===== src/rtl/sha1he_pkg.sv =====
`default_nettype none

package sha1he_pkg;

  // Five working or chaining words of the hash state
  typedef struct packed {
    logic [31:0] a;
    logic [31:0] b;
    logic [31:0] c;
    logic [31:0] d;
    logic [31:0] e;
  } words_t;

  // Sequencer states
  typedef enum logic [2:0] {
    ST_IDLE,
    ST_PAD,
    ST_ROUND,
    ST_ADD,
    ST_OUT
  } state_e;

  // Standard initial chaining value
  localparam logic [31:0] INIT_A = 32'h6745_2301;
  localparam logic [31:0] INIT_B = 32'hEFCD_AB89;
  localparam logic [31:0] INIT_C = 32'h98BA_DCFE;
  localparam logic [31:0] INIT_D = 32'h1032_5476;
  localparam logic [31:0] INIT_E = 32'hC3D2_E1F0;

  // Round constants, one per group of twenty rounds
  localparam logic [31:0] K_GRP0 = 32'h5A82_7999;
  localparam logic [31:0] K_GRP1 = 32'h6ED9_EBA1;
  localparam logic [31:0] K_GRP2 = 32'h8F1B_BCDC;
  localparam logic [31:0] K_GRP3 = 32'hCA62_C1D6;

  localparam int unsigned ROUNDS = 80;
  localparam int unsigned RND_W  = 7;

  // Padding marker byte
  localparam logic [7:0] PAD_MARK = 8'h80;

  // Configuration register indexes
  localparam int unsigned CFG_IDX_W = 3;
  localparam logic [CFG_IDX_W-1:0] CFG_INIT_A    = 3'd0;
  localparam logic [CFG_IDX_W-1:0] CFG_INIT_B    = 3'd1;
  localparam logic [CFG_IDX_W-1:0] CFG_INIT_C    = 3'd2;
  localparam logic [CFG_IDX_W-1:0] CFG_INIT_D    = 3'd3;
  localparam logic [CFG_IDX_W-1:0] CFG_INIT_E    = 3'd4;
  localparam logic [CFG_IDX_W-1:0] CFG_START_CNT = 3'd5;

  // Index of the last digest word
  localparam logic [2:0] LAST_WORD = 3'd4;

  // Keep the leading n bits of a partial byte and append the 1 marker bit
  function automatic logic [7:0] partial_byte(input logic [7:0] b, input logic [3:0] n);
    logic [7:0] keep;
    logic [7:0] one;
    keep = 8'hFF << (4'd8 - n);
    one  = PAD_MARK >> n;
    return (b & keep) | one;
  endfunction

endpackage

`default_nettype wire


===== src/rtl/sha1_hash_engine.sv =====
// Non-final byte: shifted into the block window; the byte that fills a 64-byte block
// starts compression (80 rounds through one round unit plus one chaining add).
// Final item: up to 72 padding bytes, one per cycle except while a block compresses;
// then five digest words, one per transfer. Input stall is high from a block fill
// to its chaining add, and from a final item until the last digest word is taken.
// Reset (asynchronous) restores the standard initial words, a zero start count and idle.
`default_nettype none

module sha1_hash_engine (
  input  wire logic        clk_i,
  input  wire logic        rst_ni,
  input  wire logic        cfg_we_i,
  input  wire logic [2:0]  cfg_idx_i,
  input  wire logic [63:0] cfg_data_i,
  input  wire logic        in_valid_i,
  output logic             in_stall_o,
  input  wire logic [7:0]  msg_byte_i,
  input  wire logic [3:0]  valid_bits_i,
  input  wire logic        final_item_i,
  output logic             out_valid_o,
  input  wire logic        out_stall_i,
  output logic [31:0]      digest_word_o,
  output logic             digest_last_o
);

  sha1he_pkg::state_e state_q, state_d;

  sha1he_pkg::words_t init_q, init_d;
  logic [63:0]        start_cnt_q, start_cnt_d;

  sha1he_pkg::words_t chain_q, chain_d;
  sha1he_pkg::words_t work_q, work_d;
  sha1he_pkg::words_t round_nxt;
  logic [511:0]       win_q, win_d;
  logic [63:0]        total_q, total_d;
  logic [5:0]         fill_q, fill_d;
  logic [sha1he_pkg::RND_W-1:0] rnd_q, rnd_d;
  logic [2:0]         oidx_q, oidx_d;
  logic               active_q, active_d;
  logic               pad_q, pad_d;
  logic               need80_q, need80_d;
  logic               len_q, len_d;
  logic               done_q, done_d;

  logic [3:0]  nbits;
  logic [5:0]  fill_base;
  logic [63:0] total_base;
  logic        push;
  logic [7:0]  push_byte;
  logic [31:0] sched_w;
  logic [31:0] sched_x;
  logic [7:0]  len_byte;

  // Clamp the bit count to a full byte
  assign nbits = valid_bits_i[3] ? 4'd8 : valid_bits_i;

  // Next schedule word from the window taps, oldest word at the top
  assign sched_x = win_q[511:480] ^ win_q[447:416] ^ win_q[255:224] ^ win_q[95:64];
  assign sched_w = (rnd_q < 7'd16) ? win_q[511:480] : {sched_x[30:0], sched_x[31]};

  // Length byte for the current block position, most significant first
  assign len_byte = 8'(total_q >> {~fill_q[2:0], 3'b000});

  sha1he_round u_round (
    .cur_i (work_q),
    .w_i   (sched_w),
    .rnd_i (rnd_q),
    .nxt_o (round_nxt)
  );

  // Configuration writes
  always_comb begin
    init_d      = init_q;
    start_cnt_d = start_cnt_q;
    if (cfg_we_i) begin
      unique case (cfg_idx_i)
        sha1he_pkg::CFG_INIT_A:    init_d.a    = cfg_data_i[31:0];
        sha1he_pkg::CFG_INIT_B:    init_d.b    = cfg_data_i[31:0];
        sha1he_pkg::CFG_INIT_C:    init_d.c    = cfg_data_i[31:0];
        sha1he_pkg::CFG_INIT_D:    init_d.d    = cfg_data_i[31:0];
        sha1he_pkg::CFG_INIT_E:    init_d.e    = cfg_data_i[31:0];
        sha1he_pkg::CFG_START_CNT: start_cnt_d = cfg_data_i;
        default: ;
      endcase
    end
  end

  always_ff @(posedge clk_i or negedge rst_ni) begin
    if (!rst_ni) begin
      init_q      <= '{a: sha1he_pkg::INIT_A, b: sha1he_pkg::INIT_B,
                       c: sha1he_pkg::INIT_C, d: sha1he_pkg::INIT_D,
                       e: sha1he_pkg::INIT_E};
      start_cnt_q <= '0;
    end else begin
      init_q      <= init_d;
      start_cnt_q <= start_cnt_d;
    end
  end

  // Sequencer: next state and datapath updates
  always_comb begin
    state_d    = state_q;
    chain_d    = chain_q;
    work_d     = work_q;
    win_d      = win_q;
    total_d    = total_q;
    fill_d     = fill_q;
    rnd_d      = rnd_q;
    oidx_d     = oidx_q;
    active_d   = active_q;
    pad_d      = pad_q;
    need80_d   = need80_q;
    len_d      = len_q;
    done_d     = done_q;
    push       = 1'b0;
    push_byte  = 8'h00;
    fill_base  = fill_q;
    total_base = total_q;

    unique case (state_q)
      sha1he_pkg::ST_IDLE: begin
        if (in_valid_i) begin
          // Start of a message loads the configured chaining value and count
          active_d = 1'b1;
          if (!active_q) begin
            chain_d    = init_q;
            fill_base  = '0;
            total_base = start_cnt_q;
          end
          fill_d  = fill_base;
          total_d = total_base;
          if (!final_item_i) begin
            if (nbits != 4'd0) begin
              push      = 1'b1;
              push_byte = msg_byte_i;
              total_d   = total_base + 64'd8;
            end
          end else begin
            push     = 1'b1;
            active_d = 1'b0;
            pad_d    = 1'b1;
            len_d    = 1'b0;
            done_d   = 1'b0;
            need80_d = (nbits == 4'd8);
            total_d  = total_base + 64'(nbits);
            if (nbits == 4'd8) begin
              push_byte = msg_byte_i;
            end else if (nbits == 4'd0) begin
              push_byte = sha1he_pkg::PAD_MARK;
            end else begin
              push_byte = sha1he_pkg::partial_byte(msg_byte_i, nbits);
            end
            state_d = sha1he_pkg::ST_PAD;
          end
        end
      end

      sha1he_pkg::ST_PAD: begin
        // Marker if not yet placed, then zeros up to position 56, then the length
        push = 1'b1;
        if (need80_q) begin
          push_byte = sha1he_pkg::PAD_MARK;
          need80_d  = 1'b0;
        end else if (len_q || (fill_q == 6'd56)) begin
          push_byte = len_byte;
          len_d     = 1'b1;
          if (fill_q == 6'd63) begin
            done_d = 1'b1;
          end
        end
      end

      sha1he_pkg::ST_ROUND: begin
        work_d = round_nxt;
        win_d  = {win_q[479:0], sched_w};
        rnd_d  = rnd_q + 7'd1;
        if (rnd_q == 7'(sha1he_pkg::ROUNDS - 1)) begin
          state_d = sha1he_pkg::ST_ADD;
        end
      end

      sha1he_pkg::ST_ADD: begin
        chain_d.a = chain_q.a + work_q.a;
        chain_d.b = chain_q.b + work_q.b;
        chain_d.c = chain_q.c + work_q.c;
        chain_d.d = chain_q.d + work_q.d;
        chain_d.e = chain_q.e + work_q.e;
        if (done_q) begin
          state_d = sha1he_pkg::ST_OUT;
          oidx_d  = '0;
          pad_d   = 1'b0;
          done_d  = 1'b0;
          len_d   = 1'b0;
        end else if (pad_q) begin
          state_d = sha1he_pkg::ST_PAD;
        end else begin
          state_d = sha1he_pkg::ST_IDLE;
        end
      end

      sha1he_pkg::ST_OUT: begin
        // Advance on each word transfer
        if (!out_stall_i) begin
          oidx_d = oidx_q + 3'd1;
          if (oidx_q == sha1he_pkg::LAST_WORD) begin
            state_d = sha1he_pkg::ST_IDLE;
          end
        end
      end

      default: state_d = sha1he_pkg::ST_IDLE;
    endcase

    // Shift a byte into the block window; a full block starts compression
    if (push) begin
      win_d  = {win_q[503:0], push_byte};
      fill_d = fill_base + 6'd1;
      if (fill_base == 6'd63) begin
        state_d = sha1he_pkg::ST_ROUND;
        rnd_d   = '0;
        work_d  = chain_q;
      end
    end
  end

  // Control state
  always_ff @(posedge clk_i or negedge rst_ni) begin
    if (!rst_ni) begin
      state_q  <= sha1he_pkg::ST_IDLE;
      fill_q   <= '0;
      rnd_q    <= '0;
      oidx_q   <= '0;
      active_q <= 1'b0;
      pad_q    <= 1'b0;
      need80_q <= 1'b0;
      len_q    <= 1'b0;
      done_q   <= 1'b0;
    end else begin
      state_q  <= state_d;
      fill_q   <= fill_d;
      rnd_q    <= rnd_d;
      oidx_q   <= oidx_d;
      active_q <= active_d;
      pad_q    <= pad_d;
      need80_q <= need80_d;
      len_q    <= len_d;
      done_q   <= done_d;
    end
  end

  // Payload registers
  always_ff @(posedge clk_i) begin
    chain_q <= chain_d;
    work_q  <= work_d;
    win_q   <= win_d;
    total_q <= total_d;
  end

  // Output side
  assign in_stall_o    = (state_q != sha1he_pkg::ST_IDLE);
  assign out_valid_o   = (state_q == sha1he_pkg::ST_OUT);
  assign digest_last_o = (oidx_q == sha1he_pkg::LAST_WORD);

  always_comb begin
    case (oidx_q)
      3'd0:    digest_word_o = chain_q.a;
      3'd1:    digest_word_o = chain_q.b;
      3'd2:    digest_word_o = chain_q.c;
      3'd3:    digest_word_o = chain_q.d;
      default: digest_word_o = chain_q.e;
    endcase
  end

  // Input and output never open together
  assert property (@(posedge clk_i) disable iff (!rst_ni)
    !in_stall_o |-> !out_valid_o)
    else $error("input ready while digest is pending");

  // Round counter stays inside the round range
  assert property (@(posedge clk_i) disable iff (!rst_ni)
    (state_q == sha1he_pkg::ST_ROUND) |-> (rnd_q < 7'(sha1he_pkg::ROUNDS)))
    else $error("round counter out of range");

  // Last digest word transfer returns to idle
  assert property (@(posedge clk_i) disable iff (!rst_ni)
    (out_valid_o && !out_stall_i && digest_last_o) |=> (state_q == sha1he_pkg::ST_IDLE))
    else $error("no return to idle after last digest word");

  // Length bytes occupy only the tail of a block
  assert property (@(posedge clk_i) disable iff (!rst_ni)
    (state_q == sha1he_pkg::ST_PAD && len_q) |-> (fill_q[5:3] == 3'b111))
    else $error("length field outside block tail");

  // Compression completes in the add step
  assert property (@(posedge clk_i) disable iff (!rst_ni)
    (state_q == sha1he_pkg::ST_ROUND && rnd_q == 7'(sha1he_pkg::ROUNDS - 1))
      |=> (state_q == sha1he_pkg::ST_ADD))
    else $error("compression did not end after last round");

endmodule

`default_nettype wire


===== src/rtl/sha1he_round.sv =====
`default_nettype none

module sha1he_round (
  input  wire sha1he_pkg::words_t                 cur_i,
  input  wire logic [31:0]                        w_i,
  input  wire logic [sha1he_pkg::RND_W-1:0]       rnd_i,
  output sha1he_pkg::words_t                      nxt_o
);

  logic [31:0] f;
  logic [31:0] k;
  logic [31:0] t;

  // Pick the round function and constant for this group of rounds
  always_comb begin
    if (rnd_i < 7'd20) begin
      f = (cur_i.b & cur_i.c) ^ (~cur_i.b & cur_i.d);
      k = sha1he_pkg::K_GRP0;
    end else if (rnd_i < 7'd40) begin
      f = cur_i.b ^ cur_i.c ^ cur_i.d;
      k = sha1he_pkg::K_GRP1;
    end else if (rnd_i < 7'd60) begin
      f = (cur_i.b & cur_i.c) ^ (cur_i.b & cur_i.d) ^ (cur_i.c & cur_i.d);
      k = sha1he_pkg::K_GRP2;
    end else begin
      f = cur_i.b ^ cur_i.c ^ cur_i.d;
      k = sha1he_pkg::K_GRP3;
    end
  end

  // Combine and rotate the working words
  assign t = {cur_i.a[26:0], cur_i.a[31:27]} + f + cur_i.e + k + w_i;

  assign nxt_o.a = t;
  assign nxt_o.b = cur_i.a;
  assign nxt_o.c = {cur_i.b[1:0], cur_i.b[31:2]};
  assign nxt_o.d = cur_i.c;
  assign nxt_o.e = cur_i.d;

endmodule

`default_nettype wire

===== config.mk =====
export PLATFORM = sky130hd
export DESIGN_NAME = sha1_hash_engine
export DESIGN_NICKNAME = d
export VERILOG_FILES = /design/src/rtl/sha1he_pkg.sv /design/src/rtl/sha1_hash_engine.sv /design/src/rtl/sha1he_round.sv
export SDC_FILE = /design/constraint.sdc
export NUM_CORES = 2
export LEC_CHECK = 0
export BUFFER_PORTS_ARGS = -buffer_cell sky130_fd_sc_hd__buf_2
export CAP_MARGIN = 10
export CORE_MARGIN = 2
export CORE_UTILIZATION = 60
export CTS_CLUSTER_DIAMETER = 120
export CTS_CLUSTER_SIZE = 10
export DETAILED_ROUTE_END_ITERATION = 7
export PLACE_DENSITY = 0.86
export RECOVER_POWER = 100
export SETUP_SLACK_MARGIN = 0.1
export SLEW_MARGIN = 30
export SYNTH_ARGS = -nofsm -noshare
export SYNTH_HDL_FRONTEND = slang
export SYNTH_HIERARCHICAL = 1
export SYNTH_SLANG_ARGS = --single-unit

===== constraint.sdc =====
create_clock -name clk_i -period 23.4 [get_ports clk_i]
set_input_delay 0 -clock clk_i [delete_from_list [all_inputs] [get_ports clk_i]]
set_output_delay 0 -clock clk_i [all_outputs]
set_load 0.005 [all_outputs]

**Word-level counts from Yosys, hierarchy flattened**

Cells that the tools add are included.

- Bits in registers: 1144
- Output and inout bits: 35
- Input bits: 85
- Logic and storage cells: 187

- Add/sub/neg operators: 15
- Shift operators: 3
- Bitwise gates (word level): 16
- Eq/ne operators: 26
- Reductions and logical operators: 25
- Multiplexer cells: 71
- Magnitude comparators: 4

Operators by type and width:

| operator | number |
|---|---|
| 512-bit two-way mux | 2 |
| 160-bit two-way mux | 5 |
| 64-bit two-way mux | 5 |
| 160-bit one-hot mux with 2 select lines | 1 |
| 32-bit adder | 9 |
| 32-bit XOR | 8 |
| 32-bit two-way mux | 6 |
| 32-bit bitwise AND | 4 |
| 32-bit one-hot mux with 4 select lines | 1 |
| 64-bit by 4-bit adder with 64-bit output | 1 |
| 64-bit by 4-bit adder with 64-bit output (second input constant) | 1 |
| 64-bit by 6-bit right shift with 8-bit output | 1 |
| 8-bit two-way mux | 7 |
| 32-bit inverter | 1 |
| 31-bit two-way mux | 1 |
| 3-bit two-way mux | 10 |
| 6-bit two-way mux | 4 |
| 7-bit two-way mux | 3 |
| 3-bit by 2-bit == test with 1-bit output (second input constant) | 6 |
| 6-bit == test (second input constant) | 3 |
| 1-bit two-way mux | 17 |
| 2-bit != test (second input constant) | 8 |
| 8-bit one-hot mux with 2 select lines | 1 |
| 3-bit one-hot mux with 5 select lines | 1 |
| other kinds (29) | 54 |

**Logic depth before layout (Yosys ltp)**

- Depth in word-level cells: 13
- Mapped depth: 24

**Cells and area by module**

The synthesis kept the hierarchy.

Modules (own cells, without submodules):

| module | sequential area each (um2) | times used | area each (um2) | cells an instance |
|---|---|---|---|---|
| sha1_hash_engine | 31610.3 | 1 | 60067.6 | 6045 |
| sha1he_round | 0.0 | 1 | 6682.7 | 805 |

**Worst setup path before layout**

No wires, ideal clock.

- Path kind: reg-to-reg
- Start point: reg state_q[0]
- End point: reg win_q[0], enable pin
- Data required time: 22.427 ns
- Arrival: 13.909 ns
- Stages on the path, launching flop included: 7
- Setup slack: 8.519 ns
- Setup time: 0.973 ns
- Path through: dfrtp_1 > clkbuf_1 > nor3b_1 > clkbuf_1 > buf_1 > buf_1 > nand2b_1

- Word-level cells in the longest chain between the ends: 3
- Elaborated cells on any way between the ends: 5
- Those cells by class: eq/ne: 2; mux: 1; reduce/logical: 2

Ends and longest elaborated chain:

| element | line | source |
|---|---|---|
| start, declared | sha1_hash_engine.sv:26 | `sha1he_pkg::state_e state_q, state_d;` |
| start signal, assigned | sha1_hash_engine.sv:229 | `state_q <= sha1he_pkg::ST_IDLE;` |
| start signal, assigned | sha1_hash_engine.sv:239 | `state_q <= state_d;` |
| 3-bit by 1-bit == test with 1-bit output or 3-bit zero test (tied branches) | sha1_hash_engine.sv:120 | `unique case (state_q)` |
| 1-bit one-hot mux with 2 select lines | sha1_hash_engine.sv:120 |  |
| 2-bit nonzero test (no line) * | - |  |
| end signal, assigned | sha1_hash_engine.sv:255 | `win_q <= win_d;` |
| end, declared | sha1_hash_engine.sv:34 | `logic [511:0] win_q, win_d;` |

Mark *: on every way between the ends. The rest lies on a longest branch, timed or not.
A chain may end at the register's enable or synchronous reset.

==> impl_metrics.tcl <==
set metrics [dict create \
    outcome "complete, but fails checks" \
    violations "max-capacitance violations, max-slew violations" \
    critical_path_buf_inv_count 2 \
    startpoint_type "flip-flop" \
    drcViolationCount 0 \
    regArea_um2 31600 \
    rsz0062_at_grt "false" \
    synth-main-ff-cell "edfxtp_1" \
    holdCritStartpoint "cfg_data_i[34]" \
    yosys_warnings 6 \
    cts_tree "built" \
    required_ns 24.02 \
    synth_top_area_share_pct 33.1 \
    core_area_um2 111000 \
    via_per_inst 6.28 \
    grt_pass1_vias 49987 \
    yosysTopAreaCell "edfxtp_1" \
    path_clk_slew_ns 0.06 \
    io_pins 120 \
    path_class "flip-flop to flip-flop" \
    synth_cells 6850 \
    slew_headroom_pct -448 \
    hold_path.class "input pin to flip-flop" \
    crit_fanout 216 \
    numPortBuffers 119 \
    timing.rr.start "active_q$_DFFE_PN0P_" \
    grt-ovfl-total 0 \
    tns_ns 0 \
    grt_max_degree 217 \
    grt_pass1_wl_mm 293 \
    wl_per_cell_um 23.2 \
    leakagePower_uw 0.0295 \
    cts_resized 0 \
    hold_viol_final 0 \
    pwr-share-clk_pct 15.4 \
    htreeDepth 4 \
    pre_cts_ws_ns 17.54 \
    synth_edf_count 736 \
    num_rows 122 \
    syn-cell-area_um2 66800 \
    synth.distinct_cells 101 \
    gp_congestion 1.04 \
    clock_latency_ns 0.77 \
    seq_power_share_pct 30.4 \
    ys_seq_elements 1144 \
    critPathTopFamily "buffers and inverters" \
    setup_violations 0 \
    internal_power_uw 6870 \
    min_period_ns 13.78 \
    switching_share_pct 44.4 \
    power_switching_uw 5500 \
    hpwl_mm 135 \
    gr-usage-all-layers_pct 33.7 \
    antenna_found_initial 15 \
    drt-initial-drc-count 6979 \
    ir_drop_uv 181 \
    cp_slowest_stage_delay_ns 5.75 \
    powerDensity_nw_per_um2 172 \
    cts_buffers 132 \
    cts_sinks 1144 \
    drt-total-wl_mm 194 \
    slowest_stage "clkbuf_1" \
    setup_ws_ns 9.62 \
    fin_skew_ns 0.0342 \
    synth_area_per_cell_um2 9.74 \
    postRouteAntennaNets 0 \
    final_max_slew_viol_count 2770 \
    async_flop_share_pct 21.7 \
    drtPass1Iterations 8 \
    multi_input_area_um2 31800 \
    die_w_um 338 \
    fmax_ghz 0.0726 \
    die-area_um2 114000 \
    fillCellCount 8356 \
    start_util_pct 60.4 \
    via_count 52582 \
    tightest_slew_ns 8.22 \
    cts_buffer_depth 3 \
    seq_area_frac_synth_pct 47.4 \
    combinationalPowerShare_pct 54.1 \
    startpoint "active_q$_DFFE_PN0P_" \
    cp_cell_sequence "nand2b_1, and2_0, ha_1, nand2_1, nor3_1, clkbuf_1, clkbuf_1, nand2_1, o21ai_0" \
    layout-drive-gt1-share_pct 9.30 \
    final.period_utilization_pct 58.9 \
    root_buffer "clkbuf_16" \
    area_growth_syn_to_layout_pct 7.81 \
    synth_area_leaders "edfxtp_1 (33%), nand2_1 (11%), dfrtp_1 (6.3%)" \
    cp.arrival_ns 14.40 \
    cp-end-kind "flip-flop" \
    die_h_um 338 \
    max-cap-violations 38 \
    fin_hold_ws_ns 0.0102 \
    nNetsFinal 7205 \
    syn_nets 7265 \
]
==> final timing paths <==
check / slack (ns) / cells after the start / endpoint
setup / recovery: 9.62 / 9 / work_q[148]$_DFF_P_
hold / removal: 0.01 / 3 / start_cnt_q[34]$_DFFE_PN0P_
setup reg to reg: 9.62 / 9 / work_q[148]$_DFF_P_
hold reg to reg: 0.50 / 1 / start_cnt_q[54]$_DFFE_PN0P_
max in group asynchronous: 14.30 / 5 / start_cnt_q[62]$_DFFE_PN0P_
min in group asynchronous: 1.66 / 2 / init_q[65]$_DFFE_PN1P_
==> stage by stage <==
stage	utilization (%)	area (um^2)	power [uW]	instances
6_report	65.1	72000	12400	8369
5_1_grt	65.1	71900	13300	8362
4_1_cts	65.4	72300	12200	8359
3_5_place_dp	61.0	67400	10200	8039
3_3_place_gp	61.0	67400	10000	8038
2_1_floorplan	-	66800	8600	6850
==> cell families after synthesis <==
family,share of synthesized area [%]
AOI/OAI and AO/OA,11.4
xor gates and xnor gates,4.11
adders and majority gates,7.60
buffers and inverters,4.94
DFF,47.4
muxes,7.98
and+or+nand+nor,16.6
==> Yosys cell counts (all sizes together), types with 80 or more instances <==
library cell	n
o21ai	450
clkbuf	261
edfxtp	736
ha	204
a21oi	228
nand3	116
inv	246
a21o	95
nand2	2041
mux2i	219
buf	206
dfrtp	168
fa	126
dfxtp	160
xor2	96
nor2	201
xnor2	217
dfstp	80
mux2	246
==> routing by layer <==
layer	track usage (%)	vias up	share of wire (%)
met5	0	-	0.041
li1	-	23568	-
met1	46.6	25384	39
met4	17.0	12	5.6
met3	8.68	578	13
met2	49.4	3040	43
==> sequential cells by signal, indices dropped and copies added (netlist names) <==
signal,flops
win_q,512
chain_q,160
init_q,160
work_q,160
start_cnt_q,64
total_q,64
rnd_q,7
fill_q,6
oidx_q,3
state_q,3
active_q,1
done_q,1
len_q,1
need80_q,1
pad_q,1
==> power by group through the flow <==
stage	Combinational [uW]	Clock (uW)	Sequential [uW]
2_1_floorplan	5030	0	3570
3_3_place_gp	6350	0	3690
3_5_place_dp	6480	0	3730
4_1_cts	6550	1920	3700
5_1_grt	7430	2000	3830
6_report	6700	1910	3770
==> worst register-to-register path: cells and delay by family (launching register included) <==
kind / cells / cell delay (ns)
flops: 1 / 1.92
buf+inv: 2 / 9.07
compound gates: 1 / 0.24
fa+ha+maj: 1 / 0.20
simple gates: 5 / 2.22
==> cells in the final DEF, fill, tap and decap left out, types with 132 or more instances in the layout <==
cell	synthesis	final
a21oi_1	227	226
clkbuf_16	0	132
dfrtp_1	168	168
dfxtp_1	160	160
edfxtp_1	736	736
ha_1	204	204
inv_1	246	245
mux2_2	245	236
mux2i_1	219	219
nand2_1	2040	2040
nor2_1	200	200
o21ai_0	443	440
xnor2_1	217	217
==> layout make-up <==
| type | instances | share of cell area, % |
|---|---|---|
| multi-input combinational | 4993 | 44.2 |
| sequential | 1144 | 43.9 |
| tap | 1488 | 2.59 |
| timing repair buffer | 273 | 2.62 |
| inverter | 246 | 1.28 |
| clock buffer | 202 | 4.97 |
| clock inverter | 16 | 0.372 |
| antenna | 7 | 0.0243 |
==> what timing repair did <==
| action | CTS | global route |
|---|---|---|
| hold buffers | 102 | 0 |
| setup buffers | 0 | 0 |
| endpoints found under the hold margin | 333 | 0 |
(Power assumes the default switching activity.)
